===== src/design/lebvf_pkg.sv =====
// shared constants and character classes for the line edit buffer
package lebvf_pkg;

  localparam int LINE_DEPTH = 32;
  localparam int CNT_W      = $clog2(LINE_DEPTH + 1);
  localparam int ADDR_W     = (LINE_DEPTH > 1) ? $clog2(LINE_DEPTH) : 1;

  typedef logic [7:0]        char_t;
  typedef logic [CNT_W-1:0]  cnt_t;
  typedef logic [ADDR_W-1:0] addr_t;

  localparam char_t CH_BS    = 8'h08;
  localparam char_t CH_NL    = 8'h0A;
  localparam char_t CH_SPACE = 8'h20;
  localparam char_t CH_TILDE = 8'h7E;

  localparam cnt_t DEPTH_CNT = cnt_t'(LINE_DEPTH);

  function automatic logic is_vowel(input char_t c);
    return (c == "a") || (c == "e") || (c == "i") || (c == "o") || (c == "u") ||
           (c == "A") || (c == "E") || (c == "I") || (c == "O") || (c == "U");
  endfunction

  function automatic logic is_printable(input char_t c);
    return (c >= CH_SPACE) && (c <= CH_TILDE);
  endfunction

endpackage


===== src/design/line_edit_buffer_vowel_filter.sv =====
// line edit buffer: echo, backspace and line replay with optional vowel filter
// printable or backspace: at most one result the cycle after accept (none if line full or empty)
// newline: echoes a newline, replays the stored bytes, then closes with a newline and tlast;
//   each stored byte takes a memory read, then a filter check on the registered read data
// a new item is taken only while the sequencer is idle and the output register can move
// reset clears fill count, filter flag, sequencer and output valid; line memory is not cleared
module line_edit_buffer_vowel_filter (
  input  logic                 clk,
  input  logic                 rst_n,
  input  logic                 in_tvalid,
  output logic                 in_tready,
  input  lebvf_pkg::char_t     in_tdata,   // [7:0] in_byte
  output logic                 out_tvalid,
  input  logic                 out_tready,
  output lebvf_pkg::char_t     out_tdata,  // [7:0] out_byte
  output logic                 out_tlast,
  input  logic                 cfg_we,
  input  logic                 cfg_wdata
);
  import lebvf_pkg::*;

  localparam logic [1:0] S_IDLE = 2'd0;
  localparam logic [1:0] S_RD   = 2'd1;
  localparam logic [1:0] S_CHK  = 2'd2;
  localparam logic [1:0] S_END  = 2'd3;

  logic [1:0] state_r, state_nxt;
  cnt_t       cnt_r, cnt_nxt;
  cnt_t       idx_r, idx_nxt;
  logic       filter_r;
  logic       out_valid_r, out_valid_nxt;
  char_t      out_data_r, out_data_nxt;
  logic       out_last_r, out_last_nxt;
  char_t      rd_data_r;
  char_t      mem [LINE_DEPTH];

  logic in_acc, out_free, mem_we, mem_re;

  assign out_free   = !out_valid_r || out_tready;
  assign in_tready  = (state_r == S_IDLE) && out_free;
  assign in_acc     = in_tvalid && in_tready;
  assign mem_we     = in_acc && is_printable(in_tdata) && (cnt_r < DEPTH_CNT);
  assign mem_re     = (state_r == S_RD) && (idx_r < cnt_r);

  assign out_tvalid = out_valid_r;
  assign out_tdata  = out_data_r;
  assign out_tlast  = out_last_r;

  always_comb begin
    state_nxt     = state_r;
    cnt_nxt       = cnt_r;
    idx_nxt       = idx_r;
    out_valid_nxt = out_valid_r && !out_tready;
    out_data_nxt  = out_data_r;
    out_last_nxt  = out_last_r;
    case (state_r)
      S_IDLE: begin
        if (in_acc) begin
          if (in_tdata == CH_BS) begin
            if (cnt_r != '0) begin
              out_valid_nxt = 1'b1;
              out_data_nxt  = CH_BS;
              out_last_nxt  = 1'b1;
              cnt_nxt       = cnt_r - cnt_t'(1);
            end
          end else if (in_tdata == CH_NL) begin
            out_valid_nxt = 1'b1;
            out_data_nxt  = CH_NL;
            out_last_nxt  = 1'b0;
            idx_nxt       = '0;
            state_nxt     = S_RD;
          end else if (mem_we) begin
            out_valid_nxt = 1'b1;
            out_data_nxt  = in_tdata;
            out_last_nxt  = 1'b1;
            cnt_nxt       = cnt_r + cnt_t'(1);
          end
        end
      end
      S_RD: begin
        if (mem_re) begin
          idx_nxt   = idx_r + cnt_t'(1);
          state_nxt = S_CHK;
        end else begin
          state_nxt = S_END;
        end
      end
      S_CHK: begin
        // filtered vowels are dropped without touching the output
        if (filter_r && is_vowel(rd_data_r)) begin
          state_nxt = S_RD;
        end else if (out_free) begin
          out_valid_nxt = 1'b1;
          out_data_nxt  = rd_data_r;
          out_last_nxt  = 1'b0;
          state_nxt     = S_RD;
        end
      end
      S_END: begin
        if (out_free) begin
          out_valid_nxt = 1'b1;
          out_data_nxt  = CH_NL;
          out_last_nxt  = 1'b1;
          cnt_nxt       = '0;
          state_nxt     = S_IDLE;
        end
      end
      default: begin
        state_nxt = S_IDLE;
      end
    endcase
  end

  always_ff @(posedge clk) begin
    if (!rst_n) begin
      state_r     <= S_IDLE;
      cnt_r       <= '0;
      idx_r       <= '0;
      filter_r    <= 1'b0;
      out_valid_r <= 1'b0;
    end else begin
      state_r     <= state_nxt;
      cnt_r       <= cnt_nxt;
      idx_r       <= idx_nxt;
      out_valid_r <= out_valid_nxt;
      if (cfg_we) begin
        filter_r <= cfg_wdata;
      end
    end
  end

  always_ff @(posedge clk) begin
    out_data_r <= out_data_nxt;
    out_last_r <= out_last_nxt;
  end

  // line memory, one write and one registered read port
  always_ff @(posedge clk) begin
    if (mem_we) begin
      mem[cnt_r[ADDR_W-1:0]] <= in_tdata;
    end
    if (mem_re) begin
      rd_data_r <= mem[idx_r[ADDR_W-1:0]];
    end
  end

endmodule

===== config.mk =====
export PLATFORM = sky130hd
export DESIGN_NAME = line_edit_buffer_vowel_filter
export DESIGN_NICKNAME = d
export VERILOG_FILES = /design/src/design/lebvf_pkg.sv /design/src/design/line_edit_buffer_vowel_filter.sv
export SDC_FILE = /design/constraint.sdc
export NUM_CORES = 1
export LEC_CHECK = 0
export BUFFER_PORTS_ARGS = -buffer_cell sky130_fd_sc_hd__buf_2
export CORE_MARGIN = 2
export CORE_UTILIZATION = 50
export CTS_CLUSTER_DIAMETER = 30
export DETAILED_ROUTE_END_ITERATION = 8
export GPL_TIMING_DRIVEN = 1
export PLACE_DENSITY = 0.7
export SETUP_SLACK_MARGIN = 0.2
export SLEW_MARGIN = 20
export SYNTH_ARGS = -nofsm -noshare
export SYNTH_HDL_FRONTEND = slang
export SYNTH_SLANG_ARGS = --single-unit

===== constraint.sdc =====
create_clock -name clk -period 6.72 [get_ports clk]
set_clock_uncertainty 0.05 [all_clocks]
set_input_delay 0 -clock clk [delete_from_list [all_inputs] [get_ports clk]]
set_output_delay 0 -clock clk [all_outputs]
set_load 0.1 [all_outputs]

# Word level (Yosys, flattened, before mapping)
# Memory sizes are Yosys's and may differ from the RTL's. A register that Yosys moved wholly into a read port is not among the register bits.
# Cells that the tools add are included.
# W data, S select, Z words.
[totals]
ff_bits = 25
word_cells = 119
mem_count = 1
ramBits = 256
out_inout_bits = 11
[classes]
addsub = 3
eq_ne = 27
n_reduce_logical = 29
muxes = 48
n_lt_le_gt_ge = 4
[mem_list]
columns = ["memory", "words", "word_bits", "read_ports", "rd_clocked_by_memory_dff", "wr", "line", "source"]
rows = [
  ["mem", 32, 8, 1, 1, 1, "line_edit_buffer_vowel_filter.sv:35", "char_t mem [LINE_DEPTH];"],
]
[ops]
columns = ["cell", "n"]
rows = [
  ["$eq A8 B7 Y1 const B", 10],
  ["$mux W8", 8],
  ["$mux W6", 10],
  ["$pmux W6 S2", 2],
  ["$pmux W8 S3", 1],
  ["$mux W1", 18],
  ["$eq A8 B4 Y1 const B", 2],
  ["$add A6 B1 Y6 const B", 2],
  ["$mux W2", 6],
  ["$ne A2 B2 Y1 const B", 6],
  ["$logic_or A1 B1 Y1", 10],
  ["$reduce_and A5 Y1", 2],
  ["$ge A8 B6 Y1 const B", 1],
  ["$le A8 B7 Y1 const B", 1],
  ["$logic_and A1 B1 Y1", 8],
  ["$pmux W2 S4", 1],
  ["$reduce_and A7 Y1", 1],
  ["$lt A6 B6 Y1", 1],
  ["$lt A6 B6 Y1 const B", 1],
  ["$ne A3 B2 Y1 const B", 2],
  ["$ne A3 B3 Y1 const B", 2],
  ["$pmux W1 S3", 2],
  ["$reduce_and A6 Y1", 1],
  ["$reduce_bool A6 Y1", 1],
  ["other kinds (9)", 12],
]

# Logic depth before layout (Yosys ltp)
[logic_depth]
depth_word = 13
ltp_mapped = 9
ltp_nobuf = 9

# Worst setup path after synthesis
# OpenSTA, ideal clock, no wires.
[synth_timing]
path_type = "register to register"
startpoint = "register out_valid_r, in the netlist out_tvalid"
endpoint = "register out_data_r[0], in the netlist out_tdata[0], enable pin"
required_ns = 6.283
path_stages_with_launch = 6
setup_slack_ns = 4.093
t_arrival_ns = 2.190
synth_period_minus_slack_ns = 2.627
setup_time_ns = 0.387
path_cell_list = "dfxtp_1 nand2b_1 nand3_1 o31ai_1 a21oi_1 nor3_1"
[synth_between]
elab_chain_len = 8
[synth_rtl]
columns = ["element", "line", "source"]
rows = [
  ["start: declaration", "line_edit_buffer_vowel_filter.sv:31", "logic out_valid_r, out_valid_nxt;"],
  ["start signal: assignment", "line_edit_buffer_vowel_filter.sv:125", "out_valid_r <= out_valid_nxt;"],
  ["$logic_not A1 Y1 *", "line_edit_buffer_vowel_filter.sv:39", "assign out_free = !out_valid_r || out_tready;"],
  ["$logic_or A1 B1 Y1 *", "line_edit_buffer_vowel_filter.sv:39", ""],
  ["$logic_and A1 B1 Y1", "line_edit_buffer_vowel_filter.sv:40", "assign in_tready = (state_r == S_IDLE) && out_free;"],
  ["$logic_and A1 B1 Y1", "line_edit_buffer_vowel_filter.sv:41", "assign in_acc = in_tvalid && in_tready;"],
  ["$logic_and A1 B1 Y1 (2 in series)", "line_edit_buffer_vowel_filter.sv:42", "assign mem_we = in_acc && is_printable(in_tdata) && (cnt_r < DEPTH_CNT);"],
  ["$ne A4 B2 Y1 (no source line)", "n/a", ""],
  ["$reduce_and A7 Y1 (no source line) *", "n/a", ""],
  ["end signal: assignment", "line_edit_buffer_vowel_filter.sv:133", "out_data_r <= out_data_nxt;"],
  ["end: declaration", "line_edit_buffer_vowel_filter.sv:32", "char_t out_data_r, out_data_nxt;"],
]
# Every way passes the cells marked *; elsewhere a longest branch is shown, timed or not.
# A chain may end at the register's enable or synchronous reset.

# Worst setup path after layout
[layout_timing]
startpoint = "register idx_r[1]"
endpoint = "register rd_data_r[0] (read register of mem), enable pin"
[layout_between]
elab_chain_len = 2
[layout_rtl]
columns = ["element", "line", "source"]
rows = [
  ["start: declaration", "line_edit_buffer_vowel_filter.sv:29", "cnt_t idx_r, idx_nxt;"],
  ["start signal: assignment", "line_edit_buffer_vowel_filter.sv:124", "idx_r <= idx_nxt;"],
  ["$lt A6 B6 Y1", "line_edit_buffer_vowel_filter.sv:43", "assign mem_re = (state_r == S_RD) && (idx_r < cnt_r);"],
  ["$logic_and A1 B1 Y1", "line_edit_buffer_vowel_filter.sv:43", ""],
  ["named net mem_re", "line_edit_buffer_vowel_filter.sv:37", "logic in_acc, out_free, mem_we, mem_re;"],
  ["end: declaration", "line_edit_buffer_vowel_filter.sv:34", "char_t rd_data_r;"],
]
# The timed path passes the listed nets, and every way through them passes these cells.

==> flow_summary.json <==
{
  "ys_ff_latch": 289,
  "power.switching_w": 0.000923,
  "drt-initial-drc-count": 562,
  "endpoint_kind": "flip-flop",
  "yosysUniqueCellTypes": 51,
  "final_util_pct": 60.3,
  "rsz0062_at_grt": "no",
  "cts_buffer_depth": 3,
  "gr-usage-all-layers_pct": 21.5,
  "synth_top_area_share_pct": 69.5,
  "via_per_inst": 5.96,
  "syn2layout_area_growth_pct": 19.4,
  "cts_tree": "done",
  "grt_max_degree": 71,
  "wl_per_cell_um": 24.6,
  "hold_end": "mem[11][6]",
  "timing.final.crit_share_pct": 52.1,
  "violations": "hold timing",
  "critPathSlowestCell": "buf_4",
  "min_path_type": "in2reg",
  "p_sw_share_pct": 19.9,
  "die_x_um": 158,
  "r2r_start": "idx_r[1]",
  "criticalPathCategory": "reg2reg",
  "postPlaceCellArea_um2": 12200,
  "cts_made_buffers": 50,
  "clock.fmax_ghz": 0.286,
  "tightest_slew_ns": 1.06,
  "power_frac_seq_pct": 42.6,
  "netlist_instances": 609,
  "ff2ff_setup_slack_ns": 3.22,
  "synth_edf_count": 273,
  "drv_slew": 0,
  "finalNetCount": 702,
  "grt_pass1_vias": 6338,
  "root_buffer": "clkbuf_16",
  "antennaDiodeCount": 0,
  "critical_path.max_fanout": 70,
  "nFillCells": 1593,
  "final_area_um2": 14100,
  "synth.cell_area_um2": 11800,
  "r2r_end": "rd_data_r[0]",
  "cts_sinks": 289,
  "initial_core_util_pct": 50.5,
  "clk_pin_slew_ns": 0.05,
  "p_comb_share_pct": 1.8,
  "grt_overflow": 0,
  "grt_pass1_wl_um": 39100,
  "synth_ff_type": "edfxtp_1",
  "arrival_ns": 3.62,
  "cts_resized": 0,
  "cp_cell_sequence": "buf_4, ha_1, a2111o_1, a311o_1, o21ai_1, and2_1",
  "antenna_found_initial": 0,
  "dieArea_um2": 24800,
  "ios": 25,
  "hold_path_depth": 1,
  "coreArea_um2": 23300,
  "startpoint": "idx_r[1]",
  "io_buffers": 24,
  "hold_path.startpoint": "in_tdata[6]",
  "cp_slowest_stage_delay_ns": 0.71,
  "synth_area_leader_cell": "edfxtp_1",
  "worst_setup_path_start_kind": "flip-flop",
  "synth.avg_cell_area_um2": 19.4,
  "drc": 0,
  "setup_viol": 0,
  "hold_viol": 9,
  "drive_above_1_share_pct": 28.6,
  "rows": 56,
  "finalSetupTns_ns": 0,
  "p_leak_nw": 4.44,
  "postSynth.asyncResetShare_pct": 0,
  "num_vias": 6160,
  "clock_latency_ns": 0.55,
  "slew_headroom_pct": 29.6,
  "seq_area_frac_synth_pct": 72.2,
  "ir_drop_v": 0.000243,
  "synth.most_common_cell": "edfxtp_1",
  "htreeDepth": 2,
  "required_ns": 6.84,
  "layout_min_cycle_time_ns": 3.50,
  "finalPower_w": 0.00465,
  "clockPowerShare_pct": 55.6,
  "yosysWarningCount": 0,
  "gp_congestion": 0.833,
  "synthTopCellsByArea": "edfxtp_1 (70%), mux4_2 (15%), dfxtp_1 (2.7%)",
  "detail_route.wirelength_um": 25400,
  "internal_power_w": 0.00372,
  "die_y_um": 158,
  "timing.hold.ws_ns": -0.00142,
  "dp_hpwl_um": 15500,
  "ant_nets": 0,
  "status": "complete, but fails checks",
  "syn-num-nets": 638,
  "reg2reg_depth": 6,
  "firstDrtPassIters": 5,
  "cap_viol_max_count": 0,
  "p_per_area_nw_per_um2": 330,
  "yosys-top-cells-count": "edfxtp_1 (273), mux4_2 (80), nor2_1 (48)"
}
final cells by class:
class,count,area (µm²),area share [%]
tap,319,399,2.84
sequential,289,8520,60.6
clock buffer,61,1290,9.18
clock inverter,32,454,3.23
timing repair buffer,39,258,1.83
multi-input combinational,283,3110,22.1
inverter,10,37.5,0.267
power by group through the flow:
| stage | combinational, W | clock, W | sequential (W) |
|---|---|---|---|
| final | 0.0000835 | 0.00258 | 0.00198 |
| after global routing | 0.0000900 | 0.00270 | 0.00198 |
| after CTS | 0.0000841 | 0.00262 | 0.00198 |
| after detailed placement | 0.0000792 | 0 | 0.00201 |
| after global placement | 0.0000751 | 0 | 0.00201 |
| after floorplan | 0.0000252 | 0 | 0.00203 |
worst max-delay path: cells and delay by family, from the launching register on:
family | cells | cell delay (ns)
AOI/OAI and AO/OA | 3 | 1.07
buffers and inverters | 1 | 0.71
and+or+nand+nor | 1 | 0.58
adders and majority gates | 1 | 0.38
DFF | 1 | 0.30
flip-flops by register name, summed over array words and instances (netlist names):
register and count:
filter_r 1, rd_data_r 8, idx_r 6, cnt_r 6, mem 256, out_tdata 8, state_r 2, out_tvalid 1
out_tlast 1
per-layer routing:
metal / routed length, µm / up-vias / GRT usage (%)
li1: - / 2649 / -
met1: 10900 / 3225 / 30.9
met5: 0 / - / 0
met4: 445 / 0 / 5.76
met2: 12500 / 244 / 34.5
met3: 1590 / 42 / 3.94
timing repair:
action | CTS | global route
hold endpoints to repair | 140 | 0
setup buffers | 0 | 0
endpoints found under the setup margin | 0 | 0
hold buffers | 10 | 0
kinds of logic after synthesis:
| group | share of synthesized area [%] |
|---|---|
| xor gates and xnor gates | 0.520 |
| buffers and inverters | 1.44 |
| DFF | 72.2 |
| and+or+nand+nor | 4.98 |
| muxes | 16.2 |
| AOI/OAI and AO/OA | 2.96 |
| adders and majority gates | 1.66 |
stage by stage:
| step | setup slack [ns] | std cells |
|---|---|---|
| floorplan | 4.09 | 609 |
| global placement | 3.19 | 930 |
| detailed placement | 3.18 | 930 |
| CTS | 3.20 | 1033 |
| global route | 3.05 | 1033 |
| finish | 3.22 | 1033 |
worst max-delay path by stage:
stage / end / slack, ns / cells after the start
after floorplan: out_tdata[0] / 4.09 / 5
after global placement: rd_data_r[4] / 3.19 / 6
after detailed placement: rd_data_r[1] / 3.18 / 6
after CTS: rd_data_r[5] / 3.20 / 6
after global routing: rd_data_r[5] / 3.05 / 6
final: rd_data_r[0] / 3.22 / 6
cells in the final DEF (no fill, tap or decap), types with 4 or more instances in the layout:
master and instances:
buf_2 24, o21ai_0 10, mux4_2 80, nor3_1 4
edfxtp_1 273, nand3b_1 4, buf_4 5, mux2_2 9
nand3_1 18, nand2_1 17, clkinvlp_4 4, dfxtp_1 13
nand4_1 5, inv_1 10, ha_1 14, clkinv_2 8
clkbuf_16 50, a31oi_1 5, bufinv_16 9, xnor2_1 5
nor2_1 48, dlygate4sd3_1 10, or3_1 5, clkbuf_1 11
a21oi_1 11, nand2b_1 6
Note: power is estimated with default switching activity, not from simulation.
